<file path="src/design/pdarr_pkg.sv">
// Shared types, codes and defaults for the positional insert/delete array.
package pdarr_pkg;

    localparam int DEPTH_DEF = 64;
    localparam int DATA_W    = 32;

    typedef enum logic [3:0] {
        ACT_INS_AT    = 4'd0,
        ACT_INS_AFTER = 4'd1,
        ACT_INS_START = 4'd2,
        ACT_INS_END   = 4'd3,
        ACT_DEL_AT    = 4'd4,
        ACT_DEL_BEF   = 4'd5,
        ACT_DEL_AFTER = 4'd6,
        ACT_DEL_FIRST = 4'd7,
        ACT_DEL_END   = 4'd8,
        ACT_READ      = 4'd9
    } action_t;

    typedef enum logic [1:0] {
        ST_OK     = 2'd0,
        ST_BADPOS = 2'd1,
        ST_FULL   = 2'd2,
        ST_EMPTY  = 2'd3
    } status_t;

    typedef enum logic [1:0] {
        OP_HOLD = 2'd0,
        OP_INS  = 2'd1,
        OP_DEL  = 2'd2,
        OP_READ = 2'd3
    } cell_op_t;

    typedef struct packed {
        cell_op_t                   op;
        logic signed [DATA_W-1:0]   data;
    } cell_ctrl_t;

endpackage

</file>
<file path="src/design/pdarr_dec.sv">
// Request decoder: checks count and position and picks the target index.
module pdarr_dec
    import pdarr_pkg::*;
#(
    parameter int DEPTH = DEPTH_DEF,
    parameter int CW    = 7,
    parameter int IW    = 6
)
(
    input  logic [3:0]     action,
    input  logic [CW-1:0]  position,
    input  logic [CW-1:0]  count,
    output status_t        status,
    output cell_op_t       op,
    output logic [IW-1:0]  idx,
    output logic [CW-1:0]  new_count
);

    logic          is_full;
    logic          is_empty;
    logic          is_ins;
    logic          is_rem;
    logic          is_rd;
    logic          ok;
    logic [CW:0]   pos_w;
    logic [CW:0]   cnt_w;
    logic [CW:0]   tgt;

    assign is_full  = (count == CW'(DEPTH));
    assign is_empty = (count == '0);
    assign pos_w    = {1'b0, position};
    assign cnt_w    = {1'b0, count};

    always_comb
    begin
        is_ins    = 1'b0;
        is_rem    = 1'b0;
        is_rd     = 1'b0;
        ok        = 1'b1;
        tgt       = '0;
        status    = ST_OK;
        op        = OP_HOLD;
        new_count = count;
        case (action)
            ACT_INS_AT:
            begin
                is_ins = 1'b1;
                ok     = pos_w <= cnt_w;
                tgt    = pos_w;
            end
            ACT_INS_AFTER:
            begin
                is_ins = 1'b1;
                ok     = pos_w < cnt_w;
                tgt    = pos_w + 1'b1;
            end
            ACT_INS_START:
            begin
                is_ins = 1'b1;
            end
            ACT_INS_END:
            begin
                is_ins = 1'b1;
                tgt    = cnt_w;
            end
            ACT_DEL_AT:
            begin
                is_rem = 1'b1;
                ok     = pos_w < cnt_w;
                tgt    = pos_w;
            end
            ACT_READ:
            begin
                is_rd = 1'b1;
                ok    = pos_w < cnt_w;
                tgt   = pos_w;
            end
            ACT_DEL_BEF:
            begin
                is_rem = 1'b1;
                ok     = (pos_w != '0) && (pos_w <= cnt_w);
                tgt    = pos_w - 1'b1;
            end
            ACT_DEL_AFTER:
            begin
                is_rem = 1'b1;
                tgt    = pos_w + 1'b1;
                ok     = tgt < cnt_w;
            end
            ACT_DEL_FIRST:
            begin
                is_rem = 1'b1;
            end
            ACT_DEL_END:
            begin
                is_rem = 1'b1;
                tgt    = cnt_w - 1'b1;
            end
            default:
            begin
                ok = 1'b0;
            end
        endcase

        if (is_ins)
        begin
            if (is_full)
            begin
                status = ST_FULL;
            end
            else if (!ok)
            begin
                status = ST_BADPOS;
            end
            else
            begin
                op        = OP_INS;
                new_count = count + 1'b1;
            end
        end
        else if (is_rem || is_rd)
        begin
            if (is_empty)
            begin
                status = ST_EMPTY;
            end
            else if (!ok)
            begin
                status = ST_BADPOS;
            end
            else if (is_rd)
            begin
                op = OP_READ;
            end
            else
            begin
                op        = OP_DEL;
                new_count = count - 1'b1;
            end
        end
        else
        begin
            status = ST_BADPOS;
        end
    end

    assign idx = tgt[IW-1:0];

endmodule

</file>
<file path="config.mk">
export PLATFORM = sky130hd
export DESIGN_NAME = pdarr_dec
export DESIGN_NICKNAME = d
export VERILOG_FILES = /design/src/design/pdarr_pkg.sv /design/src/design/pdarr_dec.sv
export SDC_FILE = /design/constraint.sdc
export NUM_CORES = 1
export LEC_CHECK = 0
export BUFFER_PORTS_ARGS = -buffer_cell sky130_fd_sc_hd__buf_2
export CAP_MARGIN = 20
export CORE_AREA = 2 2 55 67
export DETAILED_ROUTE_END_ITERATION = 10
export DIE_AREA = 0 0 57 69
export PLACE_DENSITY = 0.72
export SETUP_SLACK_MARGIN = 0.4
export SYNTH_ARGS = -nofsm -noshare
export SYNTH_HDL_FRONTEND = slang
export SYNTH_SLANG_ARGS = --single-unit
</file>
<file path="constraint.sdc">
create_clock -name vclk -period 3.5
set_clock_uncertainty 0.2 [all_clocks]
set_input_delay 0.175 -clock vclk [all_inputs]
set_output_delay 0.175 -clock vclk [all_outputs]
set_load 0.1 [all_outputs]
</file>
# --- Word level (Yosys, flattened, before mapping) ---
# Index checks and enable logic that the tools add are counted.
totals:
  latchBits: 0
  in_bits: 18
  wordCells: 53
  ff_bits: 0
  rom_bits: 0
  mem_count: 0
  ram_bits: 0
classes:
  n_mux: 24
  n_div: 0
  eq_ne: 10
  n_shift: 0
  magnitude_cmp: 3
  bitwise_logic: 0
  reduce_logical: 11
  mul: 0
  n_addsub: 5
op_table:
  columns: ["cell", "n"]
  rows:
  - ["7-bit two-way mux", 7]
  - ["6-bit one-hot mux with 5 select lines", 1]
  - ["4-bit by 3-bit == test with 1-bit output, second input constant", 4]
  - ["2-bit two-way mux", 8]
  - ["6-bit by 1-bit subtractor with 6-bit output, second input constant", 2]
  - ["7-bit by 1-bit adder with 8-bit output, second input constant", 1]
  - ["4-bit by 2-bit == test with 1-bit output, second input constant", 2]
  - ["4-bit == test, second input constant", 2]
  - ["8-bit by 7-bit less-than comparator with 1-bit output", 1]
  - ["8-bit nonzero test", 1]
  - ["4-bit OR reduction", 2]
  - ["7-bit by 1-bit adder with 7-bit output, second input constant", 1]
  - ["7-bit == test, second input constant", 1]
  - ["7-bit <= comparator", 1]
  - ["7-bit logical NOT", 1]
  - ["7-bit less-than comparator", 1]
  - ["1-bit two-way mux", 7]
  - ["7-bit by 1-bit subtractor with 7-bit output, second input constant", 1]
  - ["3-bit OR reduction", 2]
  - ["1-bit one-hot mux with 5 select lines", 1]
  - ["5-bit OR reduction", 1]
  - ["4-bit by 1-bit == test with 1-bit output, second input constant", 1]
  - ["4-bit logical NOT", 1]
  - ["2-bit OR reduction", 1]
  - ["other kinds (2)", 2]

# --- Depth between registers and ports, before layout ---
depth:
  depth_word: 7
  depth_mapped: 12
  mapped_depth_nobuf: 11

# --- Worst setup path before layout ---
# Ideal clock, no wire load.
synth_path:
  kind: "input -> output"
  start: "in position[0]"
  end: "out new_count[3]"
  t_required_ns: 3.125
  arrival_time_ns: 4.222
  path_slack_ns: -1.097
  path_stages: 10
  path_cell_list: "ha_1 -> and3_1 -> xor2_1 -> ha_1 -> a21o_1 -> a2111oi_2 -> a311oi_4 -> nor2_1 -> nor2_1 -> o31ai_1"
synth_between:
  elab_chain_cells: 7
  elab_cells_between_ends: 13
synth_lines:
  columns: ["item", "line_no", "text"]
  rows:
  - ["from (decl)", "pdarr_dec.sv:11", "input logic [CW-1:0] position,"]
  - ["7-bit by 1-bit adder with 8-bit output, or another cell as far along", "pdarr_dec.sv:87", "tgt = pos_w + 1'b1;"]
  - ["8-bit by 7-bit less-than comparator with 1-bit output or 1-bit logical AND (tied branches)", "pdarr_dec.sv:88, pdarr_dec.sv:81", null]
  - ["1-bit one-hot mux with 5 select lines (*)", "pdarr_dec.sv:44", "case (action)"]
  - ["7-bit two-way mux", "pdarr_dec.sv:127", "else if (!ok)"]
  - ["7-bit two-way mux", "pdarr_dec.sv:123", "if (is_empty)"]
  - ["7-bit two-way mux", "pdarr_dec.sv:121", "else if (is_rem || is_rd)"]
  - ["7-bit two-way mux (*)", "pdarr_dec.sv:105", "if (is_ins)"]
  - ["to (decl)", "pdarr_dec.sv:16", "output logic [CW-1:0] new_count"]
# Mark *: on every way between the ends. The rest lies on a longest branch, timed or not.

# --- Worst setup path after layout ---
layout_path:
  start: "in position[1]"
  end: "out new_count[5]"
# The elaborated chain is that of the path after synthesis.

==> impl_metrics.env <==
export IMPL_filler_cell_count=303
export IMPL_multi_input_area_sq_um=1605
export IMPL_finalSetupViolCount=0
export IMPL_worst_pin_slew_ns=0.7173
export IMPL_rows=23
export IMPL_portBuffers=35
export IMPL_nNetsFinal=308
export IMPL_synth_distinct_cells=57
export IMPL_final_layout_size_suffix_gt1_frac=0.3470
export IMPL_p_int_uw=153.5
export IMPL_post_dp_hpwl_microns=4025
export IMPL_hold_viol=0
export IMPL_syn_to_final_growth_pct=34.41
export IMPL_power_density_nw_per_um2=214.4
export IMPL_hold_buffers=0
export IMPL_grt_start_max_net_pins=20
export IMPL_swShare=0.6648
export IMPL_syn_nets=271
export IMPL_design_seq_count=0
export IMPL_vdd_drop_max_uv=202.8
export IMPL_leakage_uw=0.0008985
export IMPL_grt_pass1_wl_microns=8121
export IMPL_fmax_mhz=320.7
export IMPL_cpMostUsedCell="buf_12"
export IMPL_fin_cells=305
export IMPL_ys_warn_count=0
export IMPL_die_height_microns=69
export IMPL_grt_overflow_total=0
export IMPL_drc_errors=0
export IMPL_antenna_left=0
export IMPL_core_sq_um=3281
export IMPL_clkbuf_count=0
export IMPL_place_gp_congestion=0.9114
export IMPL_dp_cells=298
export IMPL_syn_area_sq_um=1589
export IMPL_slowest_stage="a2111oi_4"
export IMPL_seqCellArea_sq_um=0
export IMPL_drt_vias_per_instance=6.420
export IMPL_path_cells="buf_12 -> and3_4 -> nand3_4 -> xnor2_2 -> ha_1 -> a21o_1 -> a2111oi_4 -> a311oi_4 -> buf_4 -> o21ai_1 -> nand3_1 -> a22o_2 -> buf_12"
export IMPL_top_layer_used="met4"
export IMPL_p_switching_uw=304.5
export IMPL_netlist_instances=233
export IMPL_rsz0062_at_grt="true"
export IMPL_antenna_found_initial=0
export IMPL_cap_violations=0
export IMPL_wl_met3_microns=329
export IMPL_n_antenna_cell=0
export IMPL_combPwrFrac=1.000
export IMPL_maxSlewHeadroom=0.5189
export IMPL_die_area_sq_um=3933
export IMPL_syn_area_per_cell_sq_um=6.820
export IMPL_layout_commonest_cell="nor2_1"
export IMPL_synth_seq_area_share=0
export IMPL_arrival_ns=2.74
export IMPL_setup_tns_final_ns=0
export IMPL_via_count=1958
export IMPL_hold_path_class="input port to output pin"
export IMPL_cp_max_fo=7
export IMPL_grt_pass1_vias=1755
export IMPL_period_needed_ns=3.118
export IMPL_grt_usage=0.2492
export IMPL_status="completed"
export IMPL_drt_wl_total_microns=5142
export IMPL_drt_pass1_iter_count=4
export IMPL_io_pins=35
export IMPL_met2_length_microns=2579
export IMPL_p_clk_frac=0
export IMPL_startpoint_type="input port"
export IMPL_die_w_microns=57
export IMPL_dr_first_iter_drc_count=125
export IMPL_crit_path_max_incr_delay_ns=0.43
export IMPL_drv_slew=0
export IMPL_seqPwrFrac=0
export IMPL_period_share=0.8909
export IMPL_worstPathRequired_ns=3.12
export IMPL_path_class="input port to output pin"
export IMPL_endpoint_kind="output pin"
export IMPL_post_drt_wl_per_cell_microns=16.86
export IMPL_initial_utilization=0.4844
export IMPL_wl_met1_microns=2053
export IMPL_layout_common_cells="22 x nor2_1, 21 x buf_2, 19 x ha_1"
-- stage by stage --
stage / setup WS [ns] / hold WS (ns) / instance area, sq um / util / power, uW
final: 0.3820 / 0.5809 / 2136 / 0.6510 / 458.0
after global routing: 0.2792 / 0.5947 / 2136 / 0.6510 / 483.4
after CTS: 0.4066 / 0.6074 / 2029 / 0.6186 / 436.0
after detailed placement: 0.1761 / 0.6060 / 1954 / 0.5957 / 422.4
after global placement: 0.2148 / 0.6071 / 1954 / 0.5957 / 419.5
after floorplan: 0.1746 / 0.4838 / 1685 / - / 322.9
-- synthesized netlist by cell type, types with 2 or more instances --
| cell | n | area, sq um |
|---|---|---|
| nor2_1 | 25 | 93.84 |
| ha_1 | 20 | 250.2 |
| nand2_1 | 18 | 67.56 |
| a21oi_1 | 16 | 80.08 |
| o21ai_0 | 15 | 75.07 |
| inv_1 | 10 | 37.54 |
| nor3_1 | 9 | 45.04 |
| clkbuf_1 | 8 | 30.03 |
| nand3_1 | 8 | 40.04 |
| xnor2_1 | 8 | 70.07 |
| nand4_1 | 6 | 37.54 |
| or2_2 | 6 | 37.54 |
| a21o_1 | 5 | 37.54 |
| a22oi_1 | 5 | 37.54 |
| o211ai_1 | 5 | 37.54 |
| xor2_1 | 5 | 43.79 |
| a31oi_1 | 4 | 25.02 |
| and3_1 | 4 | 25.02 |
| or2b_2 | 4 | 35.03 |
| buf_2 | 3 | 15.01 |
| o21a_1 | 3 | 22.52 |
| o221ai_1 | 3 | 26.28 |
| a211oi_1 | 2 | 15.01 |
| a311o_2 | 2 | 22.52 |
| a32oi_1 | 2 | 17.52 |
| and2b_1 | 2 | 15.01 |
| buf_6 | 2 | 22.52 |
| mux2i_1 | 2 | 20.02 |
| nor2b_1 | 2 | 12.51 |
| o21ai_1 | 2 | 10.01 |
-- power by group through the flow --
stage	clock network [uW]	registers, uW	logic (uW)
2_1_floorplan	0	0	323
6_report	0	0	458
3_3_place_gp	0	0	419
3_5_place_dp	0	0	422
5_1_grt	0	0	483
4_1_cts	0	0	436
-- per-layer routing --
| metal | vias up | track usage |
|---|---|---|
| li1 | 946 | - |
| met1 | 888 | 0.3221 |
| met2 | 104 | 0.4240 |
| met3 | 20 | 0.01689 |
| met4 | 0 | 0.09302 |
| met5 | - | 0 |
-- layout make-up --
| class | instances | share of cell area |
|---|---|---|
| Inverter | 10 | 0.01757 |
| Tap cell | 37 | 0.02168 |
| Timing Repair Buffer | 51 | 0.2091 |
| Multi-Input combinational cell | 207 | 0.7516 |
-- kinds of logic after synthesis --
logic type,after synthesis,synth area share
buf+inv,26,0.08189
xor+xnor,13,0.07165
mux,2,0.01260
simple gates,94,0.3252
fa+ha+maj,20,0.1575
compound gates,78,0.3512
-- final timing paths --
kind / from / end / slack [ns] / cells past startpoint
setup / recovery: position[1] / new_count[5] / 0.38 / 13
hold / removal: count[6] / new_count[6] / 0.58 / 3
-- what timing repair did --
item / in CTS / in global routing
gates resized for setup: 12 / 23
pin swaps: 7 / 9
buffers inserted: 4 / 3
endpoints found under the setup margin: 9 / 8
-- worst max-delay path: cells and delay by family --
kind | cells | cell delay, ns
buf+inv | 3 | 0.47
fa+ha+maj | 1 | 0.32
compound gates | 5 | 1.26
simple gates | 3 | 0.37
xor+xnor | 1 | 0.15
Note: power is estimated with default switching activity, not from simulation.
