==> src/design/pdarr_pkg.sv <==
// Shared types, codes and defaults for the positional insert/delete array.
package pdarr_pkg;

    localparam int DEPTH_DEF = 64;
    localparam int DATA_W    = 32;

    typedef enum logic [3:0] {
        ACT_INS_AT    = 4'd0,
        ACT_INS_AFTER = 4'd1,
        ACT_INS_START = 4'd2,
        ACT_INS_END   = 4'd3,
        ACT_DEL_AT    = 4'd4,
        ACT_DEL_BEF   = 4'd5,
        ACT_DEL_AFTER = 4'd6,
        ACT_DEL_FIRST = 4'd7,
        ACT_DEL_END   = 4'd8,
        ACT_READ      = 4'd9
    } action_t;

    typedef enum logic [1:0] {
        ST_OK     = 2'd0,
        ST_BADPOS = 2'd1,
        ST_FULL   = 2'd2,
        ST_EMPTY  = 2'd3
    } status_t;

    typedef enum logic [1:0] {
        OP_HOLD = 2'd0,
        OP_INS  = 2'd1,
        OP_DEL  = 2'd2,
        OP_READ = 2'd3
    } cell_op_t;

    typedef struct packed {
        cell_op_t                   op;
        logic signed [DATA_W-1:0]   data;
    } cell_ctrl_t;

endpackage

==> src/design/pdarr_cell.sv <==
// One entry cell of the array: holds a value, shifts to or from its neighbors.
module pdarr_cell
    import pdarr_pkg::*;
#(
    parameter int IW  = 6,
    parameter int IDX = 0
)
(
    input  logic                      clk,
    input  cell_ctrl_t                ctrl,
    input  logic [IW-1:0]             idx,
    input  logic signed [DATA_W-1:0]  left,
    input  logic signed [DATA_W-1:0]  right,
    output logic signed [DATA_W-1:0]  q,
    output logic signed [DATA_W-1:0]  tap
);

    localparam logic [IW-1:0] MY_IDX = IW'(IDX);

    logic signed [DATA_W-1:0] entry_reg;
    logic signed [DATA_W-1:0] entry_next;

    always_comb
    begin
        entry_next = entry_reg;
        case (ctrl.op)
            OP_INS:
            begin
                if (MY_IDX > idx)
                begin
                    entry_next = left;
                end
                else if (MY_IDX == idx)
                begin
                    entry_next = ctrl.data;
                end
            end
            OP_DEL:
            begin
                if (MY_IDX >= idx)
                begin
                    entry_next = right;
                end
            end
            default:
            begin
                entry_next = entry_reg;
            end
        endcase
    end

    always_ff @(posedge clk)
    begin
        entry_reg <= entry_next;
    end

    assign q   = entry_reg;
    assign tap = (MY_IDX == idx) ? entry_reg : '0;

endmodule

==> config.mk <==
export PLATFORM = sky130hd
export DESIGN_NAME = pdarr_cell
export DESIGN_NICKNAME = d
export VERILOG_FILES = /design/src/design/pdarr_pkg.sv /design/src/design/pdarr_cell.sv
export SDC_FILE = /design/constraint.sdc
export NUM_CORES = 1
export LEC_CHECK = 0
export ABC_AREA = 1
export ABC_CLOCK_PERIOD_IN_PS = 3200
export BUFFER_PORTS_ARGS = -buffer_cell sky130_fd_sc_hd__buf_2
export CORE_AREA = 3 3 74 76
export DETAILED_ROUTE_END_ITERATION = 8
export DIE_AREA = 0 0 77 79
export GPL_ROUTABILITY_DRIVEN = 0
export HOLD_SLACK_MARGIN = 0.06
export PLACE_DENSITY = 0.86
export SYNTH_ARGS = -nofsm -noshare
export SYNTH_HDL_FRONTEND = slang
export SYNTH_SLANG_ARGS = --single-unit
==> constraint.sdc <==
create_clock -name clk -period 3.2 [get_ports clk]
set_input_delay 0.16 -clock clk [delete_from_list [all_inputs] [get_ports clk]]
set_output_delay 0.16 -clock clk [all_outputs]
set_load 0.02 [all_outputs]
Word-level counts from Yosys, hierarchy flattened. Index checks and enable logic that the tools add are counted.

Register bits: 32. Bits in latches: 0. Memory bits (writable): 0. Bits in read-only memories: 0. Input bits: 105. Output and inout bits: 64. Word-level logic and storage cells: 15. Memories: 0.

Add/sub/neg operators: 0. Multipliers: 0. Div/mod/pow operators: 0. $lt $le $gt $ge: 2. Equal/unequal tests: 4. Shift-type cells: 0. Mux-type cells: 5. Bitwise logic cells: 0. Reductions and logical operators: 3.

Operator list (count): $mux W32 (4); $pmux W32 S2 (1); $ge A1 B6 Y1 const A (1); $gt A1 B6 Y1 const A (1); $logic_not A6 Y1 (1); $ne A3 B3 Y1 const B (1); $reduce_and A3 Y1 (1); $eq A2 B1 Y1 const B (1); $eq A2 B2 Y1 const B (1); $ne A2 B2 Y1 const B (1); $reduce_bool A2 Y1 (1).

Logic depth before layout (Yosys ltp). Gate-level depths: netlist (run 1).

Word-level depth: 4. Gate-level depth with buffers: 7. Depth with buffers taken out: 5.

Least setup slack after synthesis (run 1). Ideal clock, no wire load.

Kind: input -> register. From: in ctrl[32] (netlist name). To: reg entry_reg[0] (netlist: q[0]) (enable). Setup time: 0.432 ns. Data arrival time: 2.334 ns. Required time: 2.768 ns. Setup slack: 0.434 ns. Stages on the path: 5. Buffers on the path: 1. Path through: inv_1 ha_1 buf_2 or2_1 a21oi_1.

Cells in the longest elaborated chain, start to end: 3. Elaborated cells on any way between the ends: 6. Those cells by class: eq/ne: 4; reduce/logical: 2.

RTL lines: start: declaration (line pdarr_cell.sv:10) `input cell_ctrl_t ctrl,`; $eq A2 B1 Y1 or $eq A2 B2 Y1 (tied branches) (line pdarr_cell.sv:26) `case (ctrl.op)`; $ne A3 B3 Y1 (no source line) (tied with other cells); $reduce_and A3 Y1 (no source line) (*); end signal: assignment (line pdarr_cell.sv:54) `entry_reg <= entry_next;`; end: declaration (line pdarr_cell.sv:20) `logic signed [DATA_W-1:0] entry_reg;`.

Every way passes the cells marked *; elsewhere a longest branch is shown, timed or not. A chain may end at the register's enable or synchronous reset.

Worst setup path in the final report (run 1).
From: in ctrl[32] (netlist name). To: reg entry_reg[14] (netlist: q[14]) (enable).

Same word-level chain as after synthesis.

==> results.json, run 1 <==
{
  "status": "finished clean",
  "die_w_um": 77,
  "cts_sinks": 32,
  "row_count": 25,
  "area_growth_pct": 44.7,
  "cts_resized": 0,
  "final_core_util": 0.544,
  "dieArea_sq_mm": 0.00608,
  "syn_nets": 320,
  "hold_end": "q[23]$_DFFE_PP_",
  "cts_buffer_depth": 2,
  "grt_usage": 0.151,
  "power_density_mw_per_mm2": 423,
  "fillCellCount": 462,
  "seq_area_frac_synth": 0.534,
  "ys_warn_count": 0,
  "tightest_slew_ns": 0.551,
  "routed_wl_mm": 4.58,
  "synth_edf_count": 32,
  "power.leakage_nw": 1.51,
  "place_ws_ns": 1.56,
  "dpl_cell_area_sq_mm": 0.00252,
  "cts_root_buf": "clkbuf_8",
  "routedWlPerCell_um": 11.0,
  "syn_avg_cell_area_sq_um": 8.45,
  "multiInputGateArea_sq_um": 642,
  "cts_max_level": 2,
  "vias_per_cell": 4.11,
  "synth-seq-cells": 32,
  "crit_fanout": 32,
  "finalNetCount": 456,
  "initialDrtViolationCount": 38,
  "yosysMostFrequentCell": "nand2_1",
  "regArea_sq_um": 961,
  "synth_top_area_frac": 0.534,
  "antenna_left": 0,
  "port_buffers": 136,
  "hold_path_depth": 3,
  "hold_path.startpoint": "ctrl[23]",
  "async_flop_share": 0,
  "dr_total_vias": 1713,
  "syn_inst": 213,
  "tritoncts": "yes",
  "fin_ws_ns": 1.86,
  "grt_antenna_before_repair": 0,
  "antenna_cells": 0,
  "yosysTopAreaCell": "edfxtp_1",
  "fin_area_sq_mm": 0.00260,
  "critical_path_class": "in2reg",
  "cp.required_ns": 3.13,
  "hp-class": "in2reg",
  "core_sq_mm": 0.00479,
  "hold_viol": 0,
  "pin_count": 169,
  "ctsHoldBuffers": 0,
  "tns_ns": 0,
  "firstDrtPassIters": 3,
  "grt_pass1_vias": 1650,
  "drive_above_1_share": 0.514,
  "initial_core_util": 0.376,
  "grtUsageMet2": 0.302,
  "maxCapViolCount": 0,
  "netlist_top_cells_count": "96 x nand2_1, 34 x inv_1, 32 x edfxtp_1",
  "cp-end-kind": "flip-flop",
  "synth_top_flop_cell": "edfxtp_1",
  "dp_hpwl_mm": 3.58,
  "fin_crit_ns": 1.34,
  "die_h_um": 79,
  "max_freq_mhz": 747,
  "drc": 0,
  "path_clk_slew_ns": 0.07,
  "cts-buffers-inserted": 5,
  "grt_pass1_wl_mm": 7.34,
  "ys_types": 14,
  "vdd_drop_max_v": 0.000272,
  "synth_area_leaders": "edfxtp_1 53%, nand2_1 20%, nor2_2 9.7%, inv_1 7.1%, buf_6 1.9%",
  "start_kind": "primary input",
  "whs_ns": 0.145,
  "critPathArrivalTime_ns": 1.27,
  "grt_use_met1": 0.150,
  "min_period_over_period": 0.418,
  "rsz0062_at_grt": "no",
  "grt_use_met3": 0.0397,
  "grt-busiest-layer": "met2",
  "grt_max_degree": 34,
  "grt.overflow.total": 0,
  "setup_viol": 0,
  "cts_setup_buffers": 0,
  "relSlewSlack": 0.633,
  "syn_area_sq_mm": 0.00180,
  "maxSlewViolCount": 0,
  "largest_reg_flops": 32
}
==> final cells by class <==
type | instances | area share
sequential | 32 | 0.369
timing repair buffer | 139 | 0.270
multi-input combinational | 136 | 0.247
inverter | 35 | 0.0505
tap | 67 | 0.0322
clock buffer | 5 | 0.0264
clock inverter | 3 | 0.00529
==> report_power, final <==
part / leakage (nW) / internal [mW] / switching, mW
sequential: 0.298 / 0.527 / 0.0248
combinational: 1.16 / 0.0931 / 0.169
clock: 0.0453 / 0.147 / 0.140
total: 1.51 / 0.768 / 0.334
==> cells in the final DEF (no fill, tap or decap), drive strengths merged <==
cell	count
ha	2
nor2	35
a21oi	1
edfxtp	32
nand2	96
buf	139
or2	1
nand3	1
inv	35
clkbuf	5
clkinv	3
==> layer usage <==
metal | part of all wire | wire, um | vias to the layer above
li1 | - | - | 900
met1 | 0.37 | 1690 | 724
met2 | 0.54 | 2450 | 80
met3 | 0.075 | 345 | 9
met4 | 0.018 | 83 | 0
met5 | 0 | 0 | -
==> logic make-up after synthesis <==
group,Yosys count,synth area share
simple gates,133,0.334
buf+inv,45,0.115
flops,32,0.534
fa+ha+maj,2,0.0139
compound gates,1,0.00278
==> worst max path at each step <==
stage / endpoint / from / cells past startpoint / slack [ns]
2_1_floorplan: q[0]$_DFFE_PP_ / ctrl[32] / 5 / 0.43
3_3_place_gp: q[17]$_DFFE_PP_ / ctrl[32] / 6 / 1.59
3_5_place_dp: q[18]$_DFFE_PP_ / ctrl[32] / 6 / 1.56
4_1_cts: q[20]$_DFFE_PP_ / ctrl[32] / 6 / 1.85
5_1_grt: q[7]$_DFFE_PP_ / ctrl[32] / 7 / 1.77
6_report: q[14]$_DFFE_PP_ / ctrl[32] / 6 / 1.86
==> stage by stage <==
stage	cells	total power, mW
floorplan	213	0.715
global placement	409	0.818
detailed placement	409	0.827
CTS	417	1.12
global route	417	1.17
finish	417	1.10
==> critical path, cell delays in order <==
cell and delay (ns):
buf_2 0.09, inv_1 0.04, ha_1 0.19, or2_1 0.26
a21oi_4 0.14, buf_4 0.38
(Power assumes the default switching activity.)
==> inputs of run 2 (changes only) <==
- ABC_AREA: 1 -> 0
- ABC_CLOCK_PERIOD_IN_PS: 3200 -> 1200
- CORE_AREA: 3 3 74 76 -> 3 3 80 82
- DIE_AREA: 0 0 77 79 -> 0 0 83 85
- PLACE_DENSITY: 0.86 -> 0.82
- clock period: 3.2 -> 1.2 ns (I/O delays scaled with it)
==> run 2 against run 1 <==
- the flow now finishes with violations (setup timing)
- critical path depth shrank 1
- die area grew 16%
- clock power increased to 2.6 times the previous value
- sequential power rose to 2.7 times the previous value
- clock-buffer cell count up 2
- non-clock buffer count increased by 8
- via count down 6.4%
- critical endpoint is now tap[28]
- highest routed layer unchanged
==> results.json, run 2 <==
{
  "grt_pass1_vias": 1716,
  "crit_slowest_cell": "or4_4",
  "cts-buffers-inserted": 5,
  "synth_top_flop_cell": "edfxtp_1",
  "maxCapViolCount": 0,
  "cts_buffer_depth": 2,
  "synth_top_area_frac": 0.484,
  "synth_top_family_by_area": "simple AND/OR/NAND/NOR gates",
  "die_h_um": 85,
  "netlist_top_cells_count": "32 x edfxtp_1, 32 x mux2_2, 27 x nor4b_2",
  "area_growth_pct": 64.0,
  "grt.overflow.total": 0,
  "rsz0062_at_grt": "yes",
  "hp-class": "in2reg",
  "crit_chain": "buf_6 > or4_4 > buf_12 > nor4b_4 > buf_4",
  "ctsHoldBuffers": 0,
  "path_clk_slew_ns": 0.06,
  "drive_above_1_share": 0.849,
  "synthXorXnorAreaFrac": 0,
  "cts_sinks": 32,
  "path_delay_family": "simple AND/OR/NAND/NOR gates",
  "hold_end": "q[16]$_DFFE_PP_",
  "crit_start": "idx[3]",
  "drc": 0,
  "synthSimpleGateAreaFrac": 0.258,
  "grt_usage": 0.160,
  "seq_area_frac_synth": 0.484,
  "cts_root_buf": "clkbuf_8",
  "fin_area_sq_mm": 0.00326,
  "start_kind": "primary input",
  "cp.required_ns": 1.14,
  "dieArea_sq_mm": 0.00706,
  "setup_viol": 64,
  "hold_path_depth": 2,
  "fillCellCount": 483,
  "worst_path_largest_cell_delay_ns": 0.59,
  "yosysTopAreaCell": "edfxtp_1",
  "min_period_over_period": 1.21,
  "row_count": 28,
  "firstDrtPassIters": 4,
  "core_sq_mm": 0.00582,
  "cts_max_level": 2,
  "tritoncts": "yes",
  "maxSlewViolCount": 0,
  "pin_count": 169,
  "routed_wl_mm": 5.52,
  "dr_total_vias": 1604,
  "power_density_mw_per_mm2": 972,
  "initial_core_util": 0.342,
  "die_w_um": 83,
  "tns_ns": -13.60,
  "crit_fanout": 18,
  "synth_area_leaders": "edfxtp_1 48%, nor4b_2 20%, mux2_2 18%, nor4b_4 3.6%, buf_2 2.3%",
  "synth-seq-cells": 32,
  "routedWlPerCell_um": 16.6,
  "syn_avg_cell_area_sq_um": 16.7,
  "dpl_cell_area_sq_mm": 0.00298,
  "muxShareOfSynthArea": 0.181,
  "power.leakage_nw": 1.43,
  "path_buf_inv": 3,
  "antenna_left": 0,
  "initialDrtViolationCount": 78,
  "async_flop_share": 0,
  "status": "finished with violations",
  "vdd_drop_max_v": 0.000605,
  "syn_nets": 226,
  "synth_fa_ha_area_frac": 0.0126,
  "layout_common_cells": "101 x buf_2, 36 x buf_4, 32 x mux2_2, 32 x edfxtp_1, 31 x nor4b_4",
  "synth-compound-area-share": 0.00441,
  "hold_viol": 0,
  "dp_hpwl_mm": 4.15,
  "max_freq_mhz": 689,
  "critical_path_class": "in2out",
  "cp-end-kind": "output pin",
  "antenna_cells": 0,
  "port_buffers": 136,
  "relSlewSlack": 0.652,
  "ys_warn_count": 0,
  "syn_inst": 119,
  "largest_reg_flops": 32,
  "synth_edf_count": 32,
  "syn_area_sq_mm": 0.00199,
  "hold_path.startpoint": "right[16]",
  "fin_crit_ns": 1.45,
  "vias_per_cell": 4.82,
  "critPathArrivalTime_ns": 1.39,
  "grt_max_degree": 33,
  "violations": "setup timing",
  "fin_ws_ns": -0.251,
  "final_common_cell": "buf_2",
  "grt_pass1_wl_mm": 8.83,
  "grt_antenna_before_repair": 0,
  "finalNetCount": 364,
  "ys_types": 14,
  "tightest_slew_ns": 0.522
}
[run 2: changes by cell type in the layout (fill, tap and decap cells not counted), sizes merged, moves of 8 or more]
cell	previous run	this run
inv	35	2
nor4b	0	32
nand2	96	0
nor2	35	0
mux2	0	32
buf	139	147
[run 2: layout make-up]
class	count	area (sq um)	share of cell area
clock buffers	7	76.3	0.0234
clock inverters	1	3.75	0.00115
flip-flops and latches	32	961	0.295
well taps	75	93.8	0.0288
multi-input cells	69	1190	0.364
inverters	2	7.51	0.00230
repair buffers	147	930	0.285
[run 2: what timing repair did]
item                                    CTS  global route
pin swaps                                 0             1
setup buffers                             2             0
gates cloned                              2             0
resized for setup                        51             6
endpoints found under the setup margin   63            95
[run 2: how the worst max path moves through the flow]
stage,endpoint,cells past startpoint
floorplan,q[0]$_DFFE_PP_,3
global placement,q[26]$_DFFE_PP_,4
detailed placement,q[28]$_DFFE_PP_,4
CTS,tap[0],5
global route,tap[28],5
finish,tap[28],5
[run 2: routing by layer]
layer | vias to the layer above | track usage | wire, um
met4 | 0 | 0.0401 | 39
met1 | 772 | 0.180 | 2030
met2 | 78 | 0.294 | 3050
met5 | - | 0 | 0
li1 | 752 | - | -
met3 | 2 | 0.0495 | 397
[run 2: metrics by stage]
stage | hold slack, ns | setup slack, ns | power (mW) | std cells | utilization
2_1_floorplan | 0.280 | -1.07 | 2.06 | 119 | -
3_3_place_gp | 0.367 | -0.396 | 2.36 | 322 | 0.513
3_5_place_dp | 0.365 | -0.427 | 2.38 | 322 | 0.513
4_1_cts | 0.0744 | -0.254 | 3.22 | 334 | 0.558
5_1_grt | 0.0764 | -0.299 | 3.34 | 333 | 0.560
6_report | 0.0866 | -0.251 | 3.17 | 333 | 0.560
[run 2: cell families after synthesis]
group           after synthesis
simple gates                 34
mux                          32
flops                        32
fa+ha+maj                     2
compound gates                1
buf+inv                      18
[run 2: where the power goes]
part / leakage [nW] / internal, mW / total (mW) / switching (mW)
Sequential: 0.302 / 1.41 / 1.48 / 0.0731
Clock: 0.0399 / 0.403 / 0.754 / 0.352
Combinational: 1.08 / 0.439 / 0.934 / 0.494
Total: 1.43 / 2.25 / 3.17 / 0.919
==> inputs of run 3 (changes only) <==
- CORE_AREA: 3 3 80 82 -> 8 8 85 87
- DIE_AREA: 0 0 83 85 -> 0 0 93 95
==> run 3 against run 2 <==
- the run still ends with setup timing left
- highest routed layer unchanged
- via count rose by 1.0%
- sequential share of layout area fell by 0.10 points
- hold slack improved by 0.0067 ns
- largest cell class unchanged
- first-iteration DRC count fell by 60%
- critical path type unchanged
- critical endpoint is now tap[11]
- sequential power barely moved
==> results.json, run 3 (synthesized netlist as in run 2, its figures left out) <==
{
  "area_growth_pct": 64.6,
  "drc": 0,
  "cts_max_level": 2,
  "final_common_cell": "buf_2",
  "tightest_slew_ns": 0.512,
  "power_density_mw_per_mm2": 1040,
  "max_freq_mhz": 699,
  "initialDrtViolationCount": 31,
  "finalNetCount": 367,
  "cts-buffers-inserted": 5,
  "violations": "setup timing",
  "die_w_um": 93,
  "status": "finished with violations",
  "grt_pass1_wl_mm": 9.75,
  "crit_fanout": 13,
  "cts_sinks": 32,
  "critPathArrivalTime_ns": 1.37,
  "grt.overflow.total": 0,
  "grt_antenna_before_repair": 0,
  "routedWlPerCell_um": 18.7,
  "power.leakage_nw": 1.44,
  "firstDrtPassIters": 4,
  "hold_end": "q[19]$_DFFE_PP_",
  "grt_usage": 0.141,
  "routed_wl_mm": 6.28,
  "vdd_drop_max_v": 0.000698,
  "min_period_over_period": 1.19,
  "fin_ws_ns": -0.230,
  "antenna_left": 0,
  "tritoncts": "yes",
  "cp.required_ns": 1.14,
  "maxSlewViolCount": 0,
  "path_clk_slew_ns": 0.06,
  "rsz0062_at_grt": "yes",
  "dp_cells": 322,
  "dieArea_sq_mm": 0.00884,
  "relSlewSlack": 0.659,
  "pin_count": 169,
  "hold_path_depth": 2,
  "setup_viol": 64,
  "hold_viol": 0,
  "whs_ns": 0.0933,
  "maxCapViolCount": 0,
  "grt_max_degree": 33,
  "hold_path.startpoint": "right[19]",
  "antenna_cells": 0,
  "port_buffers": 136,
  "hp-class": "in2reg",
  "tns_ns": -11.63,
  "row_count": 28,
  "ctsHoldBuffers": 0,
  "die_h_um": 95,
  "start_kind": "primary input",
  "fin_crit_ns": 1.43,
  "dp_hpwl_mm": 4.93,
  "cts_buffer_depth": 2,
  "dr_total_vias": 1620,
  "layout_common_cells": "106 x buf_2, 34 x buf_4, 32 x mux2_2, 32 x edfxtp_1, 30 x nor4b_4",
  "largest_reg_flops": 32,
  "core_sq_mm": 0.00582,
  "critical_path_class": "in2out",
  "layoutNonFillerInstCount": 336,
  "cp-end-kind": "output pin",
  "vias_per_cell": 4.82,
  "cts_root_buf": "clkbuf_8",
  "initial_core_util": 0.342,
  "grt_pass1_vias": 1847,
  "drive_above_1_share": 0.854
}
[run 3: cell count changes in the layout (fill, tap and decap cells not counted), sizes merged]
cell	change
buf	+3
bufinv	+1
clkbuf	-1
[run 3: through the flow]
stage / utilization / instance area, sq um / power (mW) / worst slack [ns]
CTS: 0.559 / 3250 / 3.45 / -0.247
global route: 0.562 / 3270 / 3.56 / -0.284
global placement: 0.513 / 2980 / 2.37 / -0.405
finish: 0.562 / 3270 / 3.40 / -0.230
detailed placement: 0.513 / 2980 / 2.39 / -0.430
floorplan: - / 2250 / 2.06 / -1.07
[run 3: worst max-delay path: stages]
cell     delay, ns
buf_6         0.09
or4_4         0.58
buf_6         0.22
nor4b_4       0.24
buf_4         0.18
[run 3: final cells by class]
type / count / area (sq um)
inverters: 2 / 7.51
multi-input cells: 69 / 1170
clock buffers: 6 / 72.6
repair buffers: 150 / 927
well taps: 75 / 93.8
fillers: 467 / 2540
flip-flops and latches: 32 / 961
clock inverters: 2 / 35.0
[run 3: worst max path at each step]
| stage | to | startpoint | cells past startpoint | slack, ns |
|---|---|---|---|---|
| 2_1_floorplan | q[0]$_DFFE_PP_ | idx[3] | 3 | -1.07 |
| 3_3_place_gp | q[5]$_DFFE_PP_ | idx[3] | 4 | -0.40 |
| 3_5_place_dp | q[6]$_DFFE_PP_ | idx[3] | 4 | -0.43 |
| 4_1_cts | tap[4] | idx[3] | 5 | -0.25 |
| 5_1_grt | tap[0] | idx[3] | 5 | -0.28 |
| 6_report | tap[11] | idx[3] | 5 | -0.23 |
[run 3: metal layers]
metal	up-vias	wire, um	global-route usage
met3	8	633	0.0595
met2	85	3400	0.250
met1	766	2150	0.151
met4	0	100	0.0403
li1	761	-	-
met5	-	0	0
[run 3: power breakdown]
part           switching (mW)  internal (mW)
registers              0.0718           1.41
clock network           0.359          0.615
logic                   0.506          0.443
[run 3: timing repair]
item                                    in CTS  in global routing
buffers inserted                             4                  2
endpoints found under the setup margin      63                 71
gates resized for setup                     38                 10
cloned                                       2                  0
pin swaps                                    1                  1
